<file path="config.mk">
export PLATFORM = sky130hd
export DESIGN_NAME = pafk_back
export DESIGN_NICKNAME = d
export VERILOG_FILES = /design/src/rtl/core/pafk_pkg.sv /design/src/rtl/core/pafk_back.sv
export SDC_FILE = /design/constraint.sdc
export NUM_CORES = 1
export LEC_CHECK = 0
export BUFFER_PORTS_ARGS = -buffer_cell sky130_fd_sc_hd__buf_4
export CORE_AREA = 10 10 135 137
export CTS_CLUSTER_DIAMETER = 150
export DETAILED_ROUTE_END_ITERATION = 16
export DIE_AREA = 0 0 145 147
export GPL_TIMING_DRIVEN = 0
export PLACE_DENSITY_LB_ADDON = 0.25
export SLEW_MARGIN = 20
export SYNTH_ARGS = -nofsm -noshare
export SYNTH_HDL_FRONTEND = slang
export SYNTH_SLANG_ARGS = --single-unit
</file>
<file path="constraint.sdc">
create_clock -name clk -period 7.9 [get_ports clk]
set_clock_uncertainty 0.2 [all_clocks]
set_input_delay 1.58 -clock clk [delete_from_list [all_inputs] [get_ports clk]]
set_output_delay 1.58 -clock clk [all_outputs]
set_load 0.02 [all_outputs]
</file>
<file path="src/rtl/core/pafk_pkg.sv">
// Shared types and constants for the planar arm forward kinematics block.
// No dependencies; every module of the block imports this package.
package pafk_pkg;

	// Segment length is unsigned Q8.8.
	localparam int LEN_W = 16;

	// CORDIC datapath: guard bits below the coordinate LSB, gain correction in Q30.
	localparam int GUARD = 14;
	localparam int KINV_W = 30;
	localparam logic [KINV_W-1:0] KINV_Q30 = 30'd652032874;
	localparam int PROD_W = LEN_W + KINV_W;
	localparam int KINV_SHIFT = 30 - GUARD;

	// Rotation vector and residual angle widths (angle scaled to 2^32 per turn).
	localparam int CW = 34;
	localparam int ZW = 34;
	localparam int DW = CW - GUARD;
	localparam int Z_SCALE_BITS = 32;

	// Arctangent table, 2^32 units per turn.
	localparam int ATAN_N = 24;
	localparam logic [31:0] ATAN_TURN32 [0:ATAN_N-1] = '{
		32'h20000000, 32'h12E4051E, 32'h09FB385B, 32'h051111D4,
		32'h028B0D43, 32'h0145D7E1, 32'h00A2F61E, 32'h00517C55,
		32'h0028BE53, 32'h00145F2F, 32'h000A2F98, 32'h000517CC,
		32'h00028BE6, 32'h000145F3, 32'h0000A2FA, 32'h0000517D,
		32'h000028BE, 32'h0000145F, 32'h00000A30, 32'h00000518,
		32'h0000028C, 32'h00000146, 32'h000000A3, 32'h00000051
	};

	// Queue between the trig pipeline and the point accumulator.
	localparam int Q_DEPTH = 4;
	localparam int Q_AW = 2;
	localparam int Q_CW = 3;

	typedef enum logic [1:0] {
		QUAD_I,
		QUAD_II,
		QUAD_III,
		QUAD_IV
	} pafk_quad_t;

	typedef struct packed {
		logic full;
		logic empty;
	} pafk_qstat_t;

endpackage

</file>
<file path="src/rtl/core/pafk_back.sv">
// Back end: chains segment offsets onto the previous end point with saturation.
// Depends on pafk_pkg; pops from pafk_queue and drives the output register.
module pafk_back #(
	parameter int ANGLE_BITS = 16,
	parameter int COORD_BITS = 24
) (
	input  logic clk,
	input  logic arst_n,
	input  pafk_pkg::pafk_qstat_t qstat,
	output logic pop,
	input  logic [1+ANGLE_BITS+2*pafk_pkg::DW-1:0] pop_data,
	output logic out_valid,
	input  logic out_ready,
	output logic [COORD_BITS-1:0] mount_x,
	output logic [COORD_BITS-1:0] mount_y,
	output logic [COORD_BITS-1:0] end_x,
	output logic [COORD_BITS-1:0] end_y,
	output logic [ANGLE_BITS-1:0] absolute_angle
);
	import pafk_pkg::*;

	localparam int QW = 1 + ANGLE_BITS + 2 * DW;
	localparam int SW = ((COORD_BITS > DW) ? COORD_BITS : DW) + 1;

	logic base;
	logic [ANGLE_BITS-1:0] angle;
	logic signed [DW-1:0] dx;
	logic signed [DW-1:0] dy;
	logic signed [COORD_BITS-1:0] last_x_q;
	logic signed [COORD_BITS-1:0] last_y_q;
	logic signed [COORD_BITS-1:0] mx;
	logic signed [COORD_BITS-1:0] my;
	logic signed [SW-1:0] sum_x;
	logic signed [SW-1:0] sum_y;
	logic signed [COORD_BITS-1:0] ex;
	logic signed [COORD_BITS-1:0] ey;
	logic valid_q;
	logic [COORD_BITS-1:0] mount_x_q;
	logic [COORD_BITS-1:0] mount_y_q;
	logic [COORD_BITS-1:0] end_x_q;
	logic [COORD_BITS-1:0] end_y_q;
	logic [ANGLE_BITS-1:0] angle_q;

	function automatic logic signed [COORD_BITS-1:0] sat(input logic signed [SW-1:0] v);
		logic [SW-COORD_BITS:0] top;
		top = v[SW-1:COORD_BITS-1];
		if ((&top) || !(|top)) begin
			return v[COORD_BITS-1:0];
		end else if (v[SW-1]) begin
			return {1'b1, {(COORD_BITS-1){1'b0}}};
		end else begin
			return {1'b0, {(COORD_BITS-1){1'b1}}};
		end
	endfunction

	assign base = pop_data[QW-1];
	assign angle = pop_data[QW-2 -: ANGLE_BITS];
	assign dx = pop_data[2*DW-1:DW];
	assign dy = pop_data[DW-1:0];

	// A base segment mounts at the origin; any other at the previous end point.
	assign mx = base ? '0 : last_x_q;
	assign my = base ? '0 : last_y_q;
	assign sum_x = SW'(mx) + SW'(dx);
	assign sum_y = SW'(my) + SW'(dy);
	assign ex = sat(sum_x);
	assign ey = sat(sum_y);

	assign pop = ~qstat.empty & (~valid_q | out_ready);

	always_ff @(posedge clk or negedge arst_n) begin
		if (!arst_n) begin
			valid_q <= 1'b0;
			last_x_q <= '0;
			last_y_q <= '0;
		end else begin
			if (pop) begin
				valid_q <= 1'b1;
				last_x_q <= ex;
				last_y_q <= ey;
			end else if (out_ready) begin
				valid_q <= 1'b0;
			end
		end
	end

	always_ff @(posedge clk) begin
		if (pop) begin
			mount_x_q <= mx;
			mount_y_q <= my;
			end_x_q <= ex;
			end_y_q <= ey;
			angle_q <= angle;
		end
	end

	assign out_valid = valid_q;
	assign mount_x = mount_x_q;
	assign mount_y = mount_y_q;
	assign end_x = end_x_q;
	assign end_y = end_y_q;
	assign absolute_angle = angle_q;

endmodule
</file>
* Yosys cells after proc, flatten, opt, wreduce, memory -nomap -nowiden
Cells that the tools add are included.
Operators by class: bitwise gates (word level) 4, reductions and logical operators 9, add/sub/neg operators 2, multiplexer cells 8
Operators with widths (count):
- two-way mux 24 bit | 6
- adder 24 x 20 -> 25 bit | 2
- AND reduction 2 bit | 2
- OR reduction 2 bit | 2
- logical NOT 1 bit | 2
- logical OR 1 bit | 2
- two-way mux 1 bit | 2
- NOT 1 bit | 2
- nonzero test 2 bit | 1
- bitwise AND 1 bit | 1
- OR 1 bit | 1
Word-level totals: word-level logic and storage cells 31, register bits after elaboration 161, input port bits 62

* Longest topological paths before layout
depth after elaboration 6, mapped depth 15, gate-level depth less buffers 11

* Worst setup path after synthesis
Ideal clock, no wire load.
path type input-to-output, start input port out_ready, end output port pop, arrival time 5.742 ns, cell stages on the path 6, required time 6.120 ns, slack 0.378 ns, cells stage by stage nand2b_1 -> nand2b_1 -> clkbuf_1 -> inv_1 -> clkbuf_1 -> clkbuf_1
Between the ends: word-level cells in the longest chain between the ends 2
RTL lines:
- start, declared | line pafk_back.sv:13 | input logic out_ready,
- OR 1 bit | line pafk_back.sv:69 | assign pop = ~qstat.empty & (~valid_q | out_ready);
- bitwise AND 1 bit | line pafk_back.sv:69
- end, declared | line pafk_back.sv:10 | output logic pop,
Every way passes these cells.

* Worst setup path in the final report
start input port pop_data[56] (netlist name), end register end_y_q[5] (netlist: end_y[5]) (data pin)
Between the ends: word-level cells in the longest chain between the ends 6, elaborated cells between the ends (all ways) 8
RTL lines:
- start, declared | line pafk_back.sv:11 | input logic [1+ANGLE_BITS+2*pafk_pkg::DW-1:0] pop_data,
- two-way mux 24 bit (*) | line pafk_back.sv:63 | assign my = base ? '0 : last_y_q;
- via my[0] | line pafk_back.sv:32 | logic signed [COORD_BITS-1:0] my;
- adder 24 x 20 -> 25 bit (*) | line pafk_back.sv:65 | assign sum_y = SW'(my) + SW'(dy);
- OR reduction 2 bit | line pafk_back.sv:47 | if ((&top) || !(|top)) begin
- logical NOT 1 bit | line pafk_back.sv:47
- logical OR 1 bit | line pafk_back.sv:47
- two-way mux 24 bit (*) | line pafk_back.sv:47
- via ey[5] | line pafk_back.sv:36 | logic signed [COORD_BITS-1:0] ey;
- end signal, assigned | line pafk_back.sv:92 | end_y_q <= ey;
- end, declared | line pafk_back.sv:41 | logic [COORD_BITS-1:0] end_y_q;
Mark *: on every way through the listed nets, which the timed path passes. The rest lies on a longest branch. A chain may end at the register's enable or synchronous reset.

==> metrics.md <==
| Metric | Value |
|---|---|
| Area of the multi-input gates | `~3600 µm²` |
| Post-synthesis sequential area ratio | `54.53%` |
| Vias | `around 6600` |
| Initial antenna violation count | `0` |
| Critical path class | `primary input to flop` |
| Layout cells sized above 1 | `approximately a quarter` |
| Pwr Density | `roughly 360 nW/µm²` |
| Gr usage total | `between 20% and 30%` |
| DP Wirelength | `15920 µm` |
| Mapped Area | `about 8400 µm²` |
| Tot Pwr | `3.796 mW` |
| FF-to-FF End | `end_y[5]` |
| GRT met2 Usage | `a little over a third` |
| Antenna viol nets, final | `0` |
| CP max stage delay | `between 600 and 700 ps` |
| Setup Buffers After CTS | `0` |
| I/O Pins | `176` |
| Max-slew violation count | `0` |
| Worst Setup Start Kind | `primary input` |
| Post-synth top area share | `39.96%` |
| Setup slack, reg-to-reg | `~3700 ps` |
| H-Tree Depth | `4` |
| Iter 0 DRT Violations | `between 600 and 700` |
| Area Overhead vs Synth | `26.48%` |
| RSZ-0062 raised after global routing | `no` |
| TritonCTS Buffers | `17` |
| Status | `complete, no violations` |
| Residual DRC | `0` |
| YS warnings | `0` |
| Number of diodes | `0` |
| Initial Utilization | `between 50 and 60%` |
| Sink Count | `161` |
| CP required | `7880 ps` |
| Maxcap violations | `0` |
| Syn nets | `883` |
| Critical-path top delay cell | `clkbuf_1` |
| Placed insts | `1162` |
| Clk_lat worst skew | `430 ps` |
| Minimum clock period | `6229 ps` |
| Most frequent cells after synthesis | `edfxtp_1 (112), nand2_1 (96), a21oi_1 (78)` |
| Sequential share of power | `34.6%` |
| Drt wl/cell | `18.61 µm` |
| CP Max Fanout | `10` |
| FF/Latch Area | `4589 µm²` |
| Pin count of the biggest net entering global routing | `52` |
| Hold/Removal Path Class | `flop to flop` |
| Critical path capture point type | `flop` |
| Final net count | `1077` |
| CP delay by family, top | `buffers and inverters` |
| Top cells by area, synth | `edfxtp_1 (40%), dfrtp_1 (15%), ha_1 (7.1%)` |
| CP Data Arrival Time | `6210 ps` |
| Cells after Synth | `771` |
| Crit. path cell count | `15` |
| DR vias/cell | `between 5 and 6` |
| Filler Cells Inserted | `approximately 1200` |
| Critical-path cell list | `clkbuf_1 > clkbuf_1 > nor2b_1 > ha_1 > fa_1 > a211oi_1 > o21ai_1 > o211ai_1 > nand3_1 > o21ai_1 > a31oi_2 > buf_2 > nor2_1 > buf_2 > nor2_1` |
| Syn Area/Cell | `approximately 11 µm²` |
| Clock Tree Root | `clkbuf_16` |
| Peak VDD IR | `a little over 200 µV` |
| DIE WIDTH | `145 µm` |
| Lkg Pwr | `4.573 nW` |
| Global route hottest layer | `met2` |
| Slew @ Worst Pin | `between 700 and 800 ps` |
| CTS tree | `built` |
| Count leader, synth | `edfxtp_1` |
| Setup tns final | `0 ps` |
| Clock Pin Slew Worst Setup and Hold Paths | `about 70 ps` |
| Leading area contributor after synthesis | `edfxtp_1` |
| Max Buffers Root-to-Sink | `2` |
| Met3 usage | `5.559%` |
| Number of gates resized after CTS | `0` |
| Overflow after GRT | `0` |
| Slew HR | `47.98%` |
| Vias in the first global route | `6589` |
| GP Congestion | `0.8989` |
| Hold Violations, Final | `0` |
| Detailed Route WL | `22230 µm` |
| Int Pwr | `between 2 and 2.5 mW` |
| Worst setup path end | `end_y[5]` |
| Asr flop ratio synth | `30.43%` |
| Worst R2R Start | `last_y_q[0]` |
| Flops & latches, synth | `approximately 160` |
| Switching Fraction | `roughly 37%` |
| Sw Pwr | `1.412 mW` |
| Die area | `21320 µm²` |
| Met1 Use GR | `between 20% and 30%` |
| Hold-fix buffers, CTS | `0` |
| Clock Power Share | `22.6%` |
| WP buf/inv | `4` |
| Main flop type after synthesis | `edfxtp_1` |
| Core Util, Final | `68.24%` |
| First-pass GRT wire length | `35010 µm` |
| R2R cell count | `13` |
| Site Rows | `46` |
| Final Non-Filler Cells | `1194` |
| 1st-pass router iterations | `5` |
| I/O Buffers | `approximately 170` |
| Post-synth EDFFs | `112` |
| Fmax | `160.5 MHz` |
| Comb power frac | `about 43%` |
| Die height | `147 µm` |
| # setup viols final | `0` |
| Crit. Startpoint | `pop_data[56]` |
| Post-route clock period utilization | `~79%` |
| Core footprint | `approximately 16000 µm²` |
| Synth cell types | `62` |
==> metal layers <==
metal	up-vias	wire length, µm
met3	27	1468
met2	244	11150
met4	0	308
li1	3189	-
met5	-	0
met1	3138	9298
==> cell families after synthesis <==
| kind of cell | share of synthesized area [%] |
|---|---|
| AND/OR/NAND/NOR | 14.21 |
| adder cells (fa/ha/maj) | 8.727 |
| multiplexers | 1.502 |
| buffers and inverters | 2.409 |
| AO/OA/AOI/OAI | 14.78 |
| XOR/XNOR | 3.836 |
| flip-flops | 54.53 |
==> worst min path at each step <==
stage	cells after the start	end	slack (ps)	from
after detailed placement	2	last_y_q[19]	260	last_y_q[19]
after global routing	2	last_y_q[16]	300	last_y_q[16]
after floorplan	2	last_x_q[23]	240	last_x_q[23]
after CTS	2	last_y_q[19]	280	last_y_q[19]
after global placement	2	last_x_q[23]	250	last_x_q[23]
final	2	last_y_q[19]	280	last_y_q[19]
==> final cells by class <==
type                            count  area share, %
Buffer                             34          1.446
Clock buffer                       17          3.997
Clock inverter                     15          1.716
Inverter                           14         0.4937
Multi-Input combinational cell    562          34.04
Sequential cell                   161          43.12
Tap cell                          216          2.539
Timing Repair Buffer              175          12.65
==> tightest hold or removal path: stages, from the launching register on <==
cell,delay (ps)
dfrtp_1,340
nand2_1,50
o21ai_0,60
==> state kept, by name, indices dropped and copies added (netlist names) <==
signal,flops
end_x,24
last_y_q,24
absolute_angle,16
mount_x,24
out_valid,1
last_x_q,24
end_y,24
mount_y,24
==> cell usage in the layout, fill, tap and decap left out, types with 21 or more instances in the layout <==
cell,synthesis,routed
buf_4,1,174
xnor2_1,21,21
clkbuf_1,23,22
nor2b_1,52,52
nor2_1,62,62
o21ai_0,41,41
dfrtp_1,49,49
a21oi_1,78,78
ha_1,48,48
nand2_1,96,96
edfxtp_1,112,112
==> power groups by stage <==
| stage | Combinational (mW) | Clock (mW) | Sequential (mW) |
|---|---|---|---|
| 3_5_place_dp | 1.61 | 0 | 1.33 |
| 2_1_floorplan | 0.977 | 0 | 1.47 |
| 3_3_place_gp | 1.58 | 0 | 1.33 |
| 5_1_grt | 1.78 | 0.900 | 1.34 |
| 6_report | 1.62 | 0.858 | 1.31 |
| 4_1_cts | 1.62 | 0.866 | 1.31 |
==> stage by stage <==
step | area [µm²] | setup WS (ps) | hold WS [ps]
global route | 10640 | 1377 | 295.2
detailed placement | 10040 | 1208 | 263.3
finish | 10640 | 1671 | 275.9
floorplan | 8416 | 378.2 | 237.9
CTS | 10640 | 1617 | 277.8
global placement | 9985 | -1996 | 253.1
(Power assumes the default switching activity.)
