--- config.mk ---
export PLATFORM = sky130hd
export DESIGN_NAME = pafk_queue
export DESIGN_NICKNAME = d
export VERILOG_FILES = /design/src/rtl/core/pafk_pkg.sv /design/src/rtl/core/pafk_queue.sv
export SDC_FILE = /design/constraint.sdc
export NUM_CORES = 1
export LEC_CHECK = 0
export ABC_CLOCK_PERIOD_IN_PS = 3000
export BUFFER_PORTS_ARGS = -buffer_cell sky130_fd_sc_hd__buf_2
export CAP_MARGIN = 30
export CORE_MARGIN = 2
export CORE_UTILIZATION = 57
export DETAILED_ROUTE_END_ITERATION = 6
export GPL_TIMING_DRIVEN = 0
export PLACE_DENSITY = 0.79
export SYNTH_ARGS = -nofsm -noshare
export SYNTH_HDL_FRONTEND = slang
export SYNTH_SLANG_ARGS = --single-unit
export TNS_END_PERCENT = 1
--- constraint.sdc ---
create_clock -name clk -period 3 [get_ports clk]
set_input_delay 0.45 -clock clk [delete_from_list [all_inputs] [get_ports clk]]
set_output_delay 0.45 -clock clk [all_outputs]
set_load 0.005 [all_outputs]
--- src/rtl/core/pafk_pkg.sv ---
// Shared types and constants for the planar arm forward kinematics block.
// No dependencies; every module of the block imports this package.
package pafk_pkg;

	// Segment length is unsigned Q8.8.
	localparam int LEN_W = 16;

	// CORDIC datapath: guard bits below the coordinate LSB, gain correction in Q30.
	localparam int GUARD = 14;
	localparam int KINV_W = 30;
	localparam logic [KINV_W-1:0] KINV_Q30 = 30'd652032874;
	localparam int PROD_W = LEN_W + KINV_W;
	localparam int KINV_SHIFT = 30 - GUARD;

	// Rotation vector and residual angle widths (angle scaled to 2^32 per turn).
	localparam int CW = 34;
	localparam int ZW = 34;
	localparam int DW = CW - GUARD;
	localparam int Z_SCALE_BITS = 32;

	// Arctangent table, 2^32 units per turn.
	localparam int ATAN_N = 24;
	localparam logic [31:0] ATAN_TURN32 [0:ATAN_N-1] = '{
		32'h20000000, 32'h12E4051E, 32'h09FB385B, 32'h051111D4,
		32'h028B0D43, 32'h0145D7E1, 32'h00A2F61E, 32'h00517C55,
		32'h0028BE53, 32'h00145F2F, 32'h000A2F98, 32'h000517CC,
		32'h00028BE6, 32'h000145F3, 32'h0000A2FA, 32'h0000517D,
		32'h000028BE, 32'h0000145F, 32'h00000A30, 32'h00000518,
		32'h0000028C, 32'h00000146, 32'h000000A3, 32'h00000051
	};

	// Queue between the trig pipeline and the point accumulator.
	localparam int Q_DEPTH = 4;
	localparam int Q_AW = 2;
	localparam int Q_CW = 3;

	typedef enum logic [1:0] {
		QUAD_I,
		QUAD_II,
		QUAD_III,
		QUAD_IV
	} pafk_quad_t;

	typedef struct packed {
		logic full;
		logic empty;
	} pafk_qstat_t;

endpackage

--- src/rtl/core/pafk_queue.sv ---
// Short FIFO that decouples the trig pipeline from the point accumulator.
// Depends on pafk_pkg for its depth and status type.
module pafk_queue #(
	parameter int W = 57
) (
	input  logic clk,
	input  logic arst_n,
	input  logic push,
	input  logic [W-1:0] push_data,
	input  logic pop,
	output logic [W-1:0] pop_data,
	output pafk_pkg::pafk_qstat_t qstat
);
	import pafk_pkg::*;

	logic [W-1:0] mem [0:Q_DEPTH-1];
	logic [Q_AW-1:0] wr_ptr_q;
	logic [Q_AW-1:0] rd_ptr_q;
	logic [Q_CW-1:0] count_q;

	assign qstat.full = (count_q == Q_CW'(Q_DEPTH));
	assign qstat.empty = (count_q == '0);
	assign pop_data = mem[rd_ptr_q];

	always_ff @(posedge clk) begin
		if (push) begin
			mem[wr_ptr_q] <= push_data;
		end
	end

	always_ff @(posedge clk or negedge arst_n) begin
		if (!arst_n) begin
			wr_ptr_q <= '0;
			rd_ptr_q <= '0;
			count_q <= '0;
		end else begin
			if (push) begin
				wr_ptr_q <= wr_ptr_q + 1'b1;
			end
			if (pop) begin
				rd_ptr_q <= rd_ptr_q + 1'b1;
			end
			if (push && !pop) begin
				count_q <= count_q + 1'b1;
			end else if (pop && !push) begin
				count_q <= count_q - 1'b1;
			end
		end
	end

endmodule

# Yosys cells after proc, flatten, opt, wreduce, memory -nomap -nowiden
# Memories as Yosys holds them, arrays and structs flattened.
# Index checks and enable logic that the tools add are counted.
# totals
ram_bits,228
out_inout_bits,59
n_memories,1
inputBits,61
elab_cells,19
regBits,7
# mem_list
name,words,word_bits,rd,rd_ports_with_merged_regs,write_ports,line_no,text
mem,4,57,1,0,1,pafk_queue.sv:16,logic [W-1:0] mem [0:Q_DEPTH-1];
# op_classes
mux,4
reduce_logical,6
eq_ne,1
addsub,4
# op_table
op,n
2-to-1 mux 3 bit,2
"adder 2 x 1 -> 2 bit, second input constant",2
"adder 3 x 1 -> 3 bit, second input constant",1
"equality test 3 bit, second input constant",1
zero test 3 bit,1
"subtractor 3 x 1 -> 3 bit, second input constant",1
logical AND 1 bit,2
zero test 1 bit,2
2-to-1 mux 1 bit,2
nonzero test 2 bit,1

# Longest topological paths before layout
# Gate-level depths: netlist of the first run.
# logic_depth
word_depth,4
mapped_depth,7
depth_no_buf,7

# Least setup slack after synthesis of the first run
# OpenSTA, ideal clock, no wires.
# synth_timing
path_kind,reg-to-reg
startpoint,register wr_ptr_q[0]
endpoint,"memory mem[2][0], enable pin"
setup_slack_ps,615
n_path_buf,0
setup_time_ps,421
required_ps,2579
arrival_ps,1964
synth_period_minus_slack_ps,2385
stages_incl_launch_ff,4
path_cell_list,dfrtp_1 -> inv_1 -> ha_1 -> and2_1
# synth_rtl
item,line_no,text
start: declaration,pafk_queue.sv:17,logic [Q_AW-1:0] wr_ptr_q;
start signal: assignment,pafk_queue.sv:38,wr_ptr_q <= wr_ptr_q + 1'b1;
end: declaration,pafk_queue.sv:16,
# Straight into the memory's write port.

# Worst setup path after layout of the first run
# layout_timing
startpoint,register rd_ptr_q[1]
endpoint,output port pop_data[16]
# layout_between
elab_chain_len,1
# layout_rtl
item,line_no,text
start: declaration,pafk_queue.sv:18,logic [Q_AW-1:0] rd_ptr_q;
start signal: assignment,pafk_queue.sv:41,rd_ptr_q <= rd_ptr_q + 1'b1;
memory read (4 x 57 bit),-,
end: declaration,pafk_queue.sv:11,"output logic [W-1:0] pop_data,"
# No other way between the ends.

==> run summary, run 1 <==
status: finished clean
Hold Crit Class: input pin to register
Leakage: 3.57 nW
Post-DRT Antenna Nets: 0
fin crit share: 82.7%
Post-Place Setup Slack: 997 ps
TritonCTS sink count: 235
Post-CTS Repair Setup Buffers: 0
drt wl/cell: 21.6 microns
Slew Limit Fails: 0
# diodes: 0
HP Start: push_data[21]
dpl cells: 635
hold buffers post-CTS: 1
Pre-Repair DR Iteration Count: 4
vias in the first global route: 4104
Mapped Area: 8630 sq um
CTS H-Tree Depth: 1
total number of vias: 3881
WHS Endpoint: mem[1][21]$_DFFE_PP_
hold path depth: 1
Initial Utilization: 58.9%
area grow syn2layout: 18.9%
Starting DRT DRC Count: 346
fin worst setup slack: 519 ps
CTS tree: yes
Max rail drop VDD: 0.693 mV
CTS Buf Count: 24
Final Skew: 8.54 ps
launching point of the worst reg2reg path: wr_ptr_q[0]$_DFFE_PN0P_
vias per inst: 5.72
minimum clock period: 2480 ps
initial antenna violation count: 1
dpl hpwl: 8320 microns
Reg2Reg Depth: 3
Core Footprint: 14600 sq um
Worst path max stage delay: 380 ps
drt drc: 0
CP Launch Type: register
CP cell instances: buf_2 > buf_2 > mux4_2 > buf_2
Worst-Skew Late Latency: 500 ps
CTS root buffer: clkbuf_16
Gate Count Post-Synth: 332
critical path's most frequent cell: buf_2
Synth Warn #: 0
RSZ-0062 raised after global routing: false
fill count: 899
remaining global-route overflow: 0
commonest cells after routing, fill and taps aside: edfxtp_1, buf_2, mux4_2, clkbuf_16, clkbuf_1
IO Port Bufs: 119
Layout Nets: 545
R2R Path End: mem[2][14]$_DFFE_PP_
Total GRT Usage: 18.5%
Setup CP Type: register to output pin
Hold Vio Cnt, Final: 0
pwr dens: 981 nW/um^2
FF-to-FF setup slack: 1200 ps
final cell count without fillers: 678
Critical Path End Type: output pin
Die Ht: 127 microns
layout cells sized above 1: 45.1%
Slowest-stage cell, CP: dfrtp_1
slew at the pin with the worst max-slew slack: 895 ps
commonest non-fill, non-tap cell in the layout: edfxtp_1
Netlist cell types: 20
clock tree buffer depth: 3
WL final: 14600 microns
Required @ worst endpoint: 2550 ps
first-pass GRT wire length: 22500 microns
Setup violations, final: 0
CP Data Arrival Time: 2030 ps
sequential-to-total area share from yosys stat: 81.4%
Die ar.: 16100 sq um
Die X: 127 microns
#FFs+latches synth: 235
relative slew slack: 40.3%
num rows: 44
cts repair resizes: 0
Post-Syn Area per Cell: 26.0 sq um
I/O Pins: 120
Final Wtd Congestion: 0.645
Mapped Nets: 399
CP Max Fanout: 10
clock slew at reported path FFs: 60 ps
fmax: 0.403 GHz
largest net degree at the start of global routing: 58
max cap viols: 0
==> stage by stage <==
stage | TNS (ps) | hold WS, ps | total power [mW] | cell area, sq um | utilization [%]
floorplan | 0 | 154 | 6.23 | 8630 | -
global placement | -105940 | 291 | 7.24 | 9450 | 64.6
detailed placement | 0 | 303 | 7.28 | 9460 | 64.6
CTS | 0 | 147 | 10.2 | 10300 | 70.0
global route | 0 | 152 | 10.5 | 10300 | 70.0
finish | 0 | 163 | 10.1 | 10300 | 70.0
==> sequential cells by signal, indices dropped and copies added (netlist names) <==
| register | flops |
|---|---|
| mem | 228 |
| count_q | 3 |
| rd_ptr_q | 2 |
| wr_ptr_q | 2 |
==> critical path: cells and delay by family (launching register included) <==
kind	cells	cell delay, ps
muxes	1	360
buffers and inverters	3	780
DFF	1	380
==> cell type report <==
cell class | count | area, sq um | share of cell area [%]
clock inverters | 7 | 109 | 1.06
multi-input cells | 80 | 1490 | 14.6
clock buffers | 35 | 673 | 6.56
plain buffers | 13 | 108 | 1.05
inverters | 4 | 15.0 | 0.146
flip-flops and latches | 235 | 7020 | 68.5
well taps | 184 | 230 | 2.24
repair buffers | 120 | 606 | 5.90
==> Yosys cell counts (all sizes together) <==
master | number | area share, %
buf | 13 | 1.2
o21ai | 1 | 0.058
mux4 | 57 | 15
and2 | 4 | 0.29
nor3b | 1 | 0.087
xnor2 | 2 | 0.20
dfrtp | 7 | 2.0
edfxtp | 228 | 79
nor2 | 1 | 0.043
xor2 | 4 | 0.41
inv | 4 | 0.17
nor3 | 1 | 0.058
ha | 5 | 0.73
mux2 | 1 | 0.13
fa | 1 | 0.23
nand2 | 2 | 0.087
==> cells by family after synthesis <==
kind of cell / Yosys count / synth area share [%]
compound gates: 1 / 0.0579
xor+xnor: 6 / 0.609
fa+ha+maj: 6 / 0.957
buf+inv: 17 / 1.42
flops: 235 / 81.4
mux: 58 / 15.0
simple gates: 9 / 0.565
==> per-layer routing <==
metal  track usage, %  up-vias  wire length [microns]
met4             5.30        2                    315
met5                0        -                     12
li1                 -     1705                      -
met2             31.0      132                   7450
met3             3.98       30                    931
met1             25.3     2012                   5910
==> how the worst max path moves through the flow <==
stage	start	endpoint	slack, ps	cells past startpoint
floorplan	wr_ptr_q[0]$_DFFE_PN0P_	mem[2][0]$_DFFE_PP_	620	3
global placement	push	mem[2][22]$_DFFE_PP_	-480	2
detailed placement	rd_ptr_q[1]$_DFFE_PN0P_	pop_data[16]	1000	4
CTS	rd_ptr_q[1]$_DFFE_PN0P_	pop_data[16]	460	4
global route	rd_ptr_q[1]$_DFFE_PN0P_	pop_data[16]	410	4
finish	rd_ptr_q[1]$_DFFE_PN0P_	pop_data[16]	520	4
==> report_power, final <==
group,leakage (nW),switching [mW],internal (mW)
Sequential,2.18,0.166,4.31
Combinational,1.01,1.33,1.35
Clock,0.382,1.11,1.81
Total,3.57,2.60,7.46
Power figures use the tool's default switching activity.
==> run 2: changes to the inputs <==
--- a/config.mk
+++ b/config.mk
@@ -5,14 +5,14 @@
 export SDC_FILE = /design/constraint.sdc
 export NUM_CORES = 1
 export LEC_CHECK = 0
-export ABC_CLOCK_PERIOD_IN_PS = 3000
+export ABC_CLOCK_PERIOD_IN_PS = 2250
 export BUFFER_PORTS_ARGS = -buffer_cell sky130_fd_sc_hd__buf_2
 export CAP_MARGIN = 30
 export CORE_MARGIN = 2
-export CORE_UTILIZATION = 57
+export CORE_UTILIZATION = 51
 export DETAILED_ROUTE_END_ITERATION = 6
 export GPL_TIMING_DRIVEN = 0
-export PLACE_DENSITY = 0.79
+export PLACE_DENSITY = 0.75
 export SYNTH_ARGS = -nofsm -noshare
 export SYNTH_HDL_FRONTEND = slang
 export SYNTH_SLANG_ARGS = --single-unit
==> constraint.sdc (replaced) <==
create_clock -name clk -period 2.25 [get_ports clk]
set_input_delay 0.3375 -clock clk [delete_from_list [all_inputs] [get_ports clk]]
set_output_delay 0.3375 -clock clk [all_outputs]
set_load 0.005 [all_outputs]
==> run 2 against run 1 <==
Net effect:
- register-to-register slack got worse by 760 ps
- non-clock buffer count grew 3
- via count is 1.1% higher
- sequential share of layout area decreased by 0.37 points
- combinational power rose by 41%
==> run summary, run 2 (synthesized netlist as in run 1, its figures left out) <==
drt wl/cell: 20.8 microns
Required @ worst endpoint: 1910 ps
Register Area: 7020 sq um
remaining global-route overflow: 0
dpl cells: 671
max cap viols: 0
area grow syn2layout: 19.5%
HP Start: push_data[12]
Hold Crit Class: input pin to register
Core Footprint: 16600 sq um
Final Wtd Congestion: 0.697
Pre-Repair DR Iteration Count: 4
CP Launch Type: register
launching point of the worst reg2reg path: wr_ptr_q[0]$_DFFE_PN0P_
num rows: 47
status: finished clean
minimum clock period: 2230 ps
fill count: 1184
CTS tree: yes
Setup CP Type: register to output pin
fmax: 0.449 GHz
Die ar.: 18000 sq um
relative slew slack: 39.2%
worst hold margin: 59.1 ps
CTS Buf Count: 23
area of the multi-input gates: 1490 sq um
commonest cells after routing, fill and taps aside: edfxtp_1, buf_2, mux4_2, clkbuf_16, buf_6
RSZ-0062 raised after global routing: true
Initial Utilization: 52.0%
Setup TNS: 0 ps
slew at the pin with the worst max-slew slack: 912 ps
first-pass GRT wire length: 23000 microns
Max rail drop VDD: 0.862 mV
Final Skew: 7.16 ps
Util after Layout: 62.2%
commonest non-fill, non-tap cell in the layout: edfxtp_1
TritonCTS sink count: 235
I/O Pins: 120
Leakage: 3.57 nW
clock tree buffer depth: 3
vias in the first global route: 4281
drt drc: 0
CTS root buffer: clkbuf_16
Critical Path End Type: output pin
CP Data Arrival Time: 1890 ps
layout cells sized above 1: 45.6%
Worst-Skew Late Latency: 490 ps
max FFs per register: 228
Die X: 134 microns
Layout Nets: 547
Largest regs: mem x228, count_q x3
Slew Limit Fails: 0
vias per inst: 5.47
IO Port Bufs: 119
clock slew at reported path FFs: 60 ps
CP Max Fanout: 5
total number of vias: 3925
Tot Pwr: 13.2 mW
Cell Area, Placed: 9510 sq um
fin crit share: 99.0%
largest net degree at the start of global routing: 58
final instance area: 10300 sq um
Hold Vio Cnt, Final: 0
Largest Register: mem
initial antenna violation count: 2
fin worst setup slack: 23.3 ps
Starting DRT DRC Count: 166
Total GRT Usage: 16.9%
pwr dens: 1280 nW/um^2
Critical Path Source: rd_ptr_q[0]$_DFFE_PN0P_
Die Ht: 134 microns
final cell count without fillers: 717
WL final: 14900 microns
Setup violations, final: 0
dpl hpwl: 8680 microns
CTS H-Tree Depth: 1
Post-DRT Antenna Nets: 0
Post-Place Setup Slack: 331 ps
run 2: routing by layer:
layer / up-vias / global-route usage (%) / part of all wire [%]
met2: 144 / 29.4 / 52
met5: - / 0 / 0.080
met3: 31 / 3.82 / 6.4
met4: 2 / 5.44 / 2.4
met1: 2038 / 21.4 / 40
li1: 1710 / - / -
run 2: power breakdown:
group | internal [mW] | switching (mW)
Clock | 2.05 | 1.46
Sequential | 5.74 | 0.217
Combinational | 1.96 | 1.81
run 2: timing repair:
item                                   4_1_cts  5_1_grt
setup endpoints to repair                   49       53
resized for setup                            7        6
hold buffers                                 1        0
pin swaps                                    0        0
buffers inserted                             2        0
gates cloned                                 0        1
endpoints found under the hold margin        7        0
run 2: worst paths after layout:
kind                                           end  slack (ps)  cells past startpoint
max                                   pop_data[42]          20                      5
min                           mem[1][12]$_DFFE_PP_          60                      1
max reg2reg                   mem[0][53]$_DFFE_PP_         440                      3
min reg2reg                 count_q[2]$_DFFE_PN0P_         500                      1
max in group asynchronous  wr_ptr_q[0]$_DFFE_PN0P_        1870                      2
min in group asynchronous   count_q[0]$_DFFE_PN0P_         210                      2
run 2: layout make-up:
cell class | count | share of cell area [%]
Inverter | 4 | 0.146
Buffer | 13 | 1.33
Multi-Input combinational cell | 80 | 14.5
Sequential cell | 235 | 68.1
Clock inverter | 10 | 0.679
Antenna cell | 1 | 0.0243
Clock buffer | 31 | 6.07
Timing Repair Buffer | 123 | 6.50
Tap cell | 220 | 2.67
run 2: worst max-delay path: stages, from the launching register on:
cell	delay, ps
dfrtp_1	340
buf_6	140
buf_12	130
buf_12	120
mux4_2	520
buf_6	140
==> run 3: changes to the inputs <==
--- a/config.mk
+++ b/config.mk
@@ -5,14 +5,15 @@
 export SDC_FILE = /design/constraint.sdc
 export NUM_CORES = 1
 export LEC_CHECK = 0
+export ABC_AREA = 1
 export ABC_CLOCK_PERIOD_IN_PS = 2250
 export BUFFER_PORTS_ARGS = -buffer_cell sky130_fd_sc_hd__buf_2
 export CAP_MARGIN = 30
 export CORE_MARGIN = 2
-export CORE_UTILIZATION = 51
+export CORE_UTILIZATION = 52
 export DETAILED_ROUTE_END_ITERATION = 6
 export GPL_TIMING_DRIVEN = 0
-export PLACE_DENSITY = 0.75
+export PLACE_DENSITY = 0.76
 export SYNTH_ARGS = -nofsm -noshare
 export SYNTH_HDL_FRONTEND = slang
 export SYNTH_SLANG_ARGS = --single-unit
==> run 3 against run 2 <==
Net effect:
- non-clock buffer count up 25
- synthesized cell count up 110%
- first-iteration DRC count up 110%
- wire length up 30%
- combinational power up 40%
- flip-flop and latch count unchanged
- register-to-register slack worse by 70 ps
- sequential power about the same
- largest cell class unchanged
- largest power group unchanged
- highest routed layer is now met4
==> run summary, run 3 <==
Setup violations, final: 0
Post-Place Setup Slack: 260 ps
I/O Pins: 120
minimum clock period: 2130 ps
Synth Warn #: 0
Netlist cell types: 20
Worst-Skew Late Latency: 500 ps
Layout Nets: 928
Largest Register: mem
Starting DRT DRC Count: 356
max cap viols: 0
Die ar.: 19600 sq um
R2R Path End: mem[0][14]$_DFFE_PP_
Die X: 140 microns
Main synth FF type: edfxtp_1
sequential-to-total area share from yosys stat: 73.0%
status: finished clean
CTS H-Tree Depth: 1
Pre-Repair DR Iteration Count: 5
WHS Endpoint: mem[1][4]$_DFFE_PP_
clock slew at reported path FFs: 60 ps
hold path depth: 1
fin worst setup slack: 115 ps
TritonCTS sink count: 235
CTS Buf Count: 24
Area contributors post-synth: edfxtp_1, o211ai_1, nand2_1
commonest cells after routing, fill and taps aside: edfxtp_1, nand2_1, buf_2, inv_1, o211ai_1
max FFs per register: 228
Initial Utilization: 53.4%
Final Wtd Congestion: 0.726
IO Port Bufs: 119
Yosys top cell area share: 71.2%
RSZ-0062 raised after global routing: false
Cell Area, Placed: 10500 sq um
Die Ht: 140 microns
remaining global-route overflow: 0
Final Skew: 6.16 ps
FF-to-FF setup slack: 370 ps
Post-DRT Antenna Nets: 0
CTS root buffer: clkbuf_16
final instance area: 11300 sq um
#FFs+latches synth: 235
Post-CTS Repair Setup Buffers: 0
CP Max Fanout: 10
Setup CP Type: register to output pin
vias in the first global route: 5757
CTS tree: yes
CP Launch Type: register
clock tree buffer depth: 3
Max rail drop VDD: 1.16 mV
WL final: 19400 microns
dpl hpwl: 11600 microns
launching point of the worst reg2reg path: wr_ptr_q[0]$_DFFE_PN0P_
CP Data Arrival Time: 1800 ps
Post-synth EDFFs: 228
largest net degree at the start of global routing: 58
Mapped Area: 9620 sq um
Largest regs: mem x228, count_q x3
vias per inst: 5.21
initial antenna violation count: 2
pwr dens: 1330 nW/um^2
Leakage: 4.65 nW
Hold Vio Cnt, Final: 0
Required @ worst endpoint: 1910 ps
Mapped Nets: 780
Slew Limit Fails: 0
Reg2Reg Depth: 5
leading area contributor after synthesis: edfxtp_1
area grow syn2layout: 17.8%
HP Start: push_data[4]
drt drc: 0
slew at the pin with the worst max-slew slack: 837 ps
layout cells sized above 1: 24.4%
drt wl/cell: 17.5 microns
most common cell in the synthesized netlist: edfxtp_1
Critical Path End Type: output pin
num rows: 49
fmax: 0.468 GHz
commonest non-fill, non-tap cell in the layout: edfxtp_1
total number of vias: 5758
fin crit share: 94.9%
relative slew slack: 44.2%
Total GRT Usage: 19.6%
first-pass GRT wire length: 30100 microns
Hold Crit Class: input pin to register
Gate Count Post-Synth: 713
Core Footprint: 18000 sq um
asr flop ratio synth: 2.98%
list of most frequent post-synthesis cells: edfxtp_1, nand2_1, inv_1
worst hold margin: 45.1 ps
Post-Syn Area per Cell: 13.5 sq um
-- run 3: changes by cell type in the layout (fill, tap and decap cells not counted), moves of 4 or more --
cell      previous run  this run
clkinv_1             6         2
nand2_1              2       184
inv_1                4       121
o211ai_2             0        18
buf_6                8        22
mux4_2              57         0
and2_4               4         0
clkbuf_2             0         5
o211ai_1             0        96
-- run 3: how the worst max path moves through the flow --
stage | from | to | slack (ps) | depth (start not counted)
detailed placement | push | mem[1][26]$_DFFE_PP_ | 260 | 5
floorplan | wr_ptr_q[0]$_DFFE_PN0P_ | mem[2][0]$_DFFE_PP_ | 60 | 4
global route | rd_ptr_q[0]$_DFFE_PN0P_ | pop_data[15] | 10 | 7
finish | rd_ptr_q[1]$_DFFE_PN0P_ | pop_data[42] | 120 | 6
global placement | push | mem[2][26]$_DFFE_PP_ | -950 | 4
CTS | rd_ptr_q[1]$_DFFE_PN0P_ | pop_data[45] | 10 | 4
-- run 3: timing repair --
item / CTS / global route
hold buffers: 1 / 0
setup endpoints to repair: 29 / 28
gates resized for setup: 3 / 8
endpoints found under the hold margin: 7 / 0
-- run 3: per-layer routing --
metal	up-vias	routed length [microns]	global-route usage, %
met4	0	337	4.37
met3	22	1080	4.27
met2	160	9750	33.7
li1	2772	-	-
met1	2804	8210	25.8
met5	-	0	0
-- run 3: layout make-up --
type | instances | area (sq um)
Inverter | 126 | 478
Fill cell | 1343 | 6700
Antenna cell | 3 | 7.51
Clock inverter | 8 | 101
Tap cell | 229 | 287
Buffer | 39 | 359
Multi-Input combinational cell | 313 | 1780
Sequential cell | 235 | 7020
Timing Repair Buffer | 122 | 646
Clock buffer | 30 | 644
-- run 3: cells by family (layout without fill, tap and decap cells) --
logic type / after synthesis / after routing / share of synthesized area [%]
buffers and inverters: 165 / 325 / 8.47
AOI/OAI and AO/OA: 115 / 115 / 9.89
DFF: 235 / 235 / 73.0
adders and majority gates: 6 / 6 / 0.859
and+or+nand+nor: 188 / 188 / 7.40
other: 0 / 3 / 0
xor gates and xnor gates: 4 / 4 / 0.364
-- run 3: critical path: stages, from the launching register on --
cell and delay [ps]:
dfrtp_1 440, inv_2 130, buf_6 170, buf_4 230, o211ai_1 120, nand2_1 90, buf_2 120
-- run 3: through the flow --
step           util, %  setup TNS (ps)  instances  total power [mW]
3_3_place_gp      58.2         -206650       1061              11.3
6_report          62.8               0       1105              15.0
3_5_place_dp      58.5               0       1063              11.4
2_1_floorplan        -               0        713              9.27
5_1_grt           62.8               0       1103              15.9
4_1_cts           62.7               0       1102              15.2
-- run 3: report_power, final --
part / switching [mW] / leakage [nW] / total [mW] / internal [mW]
Sequential: 0.234 / 2.18 / 5.97 / 5.74
Clock: 1.52 / 0.360 / 3.76 / 2.24
Combinational: 3.24 / 2.11 / 5.29 / 2.05
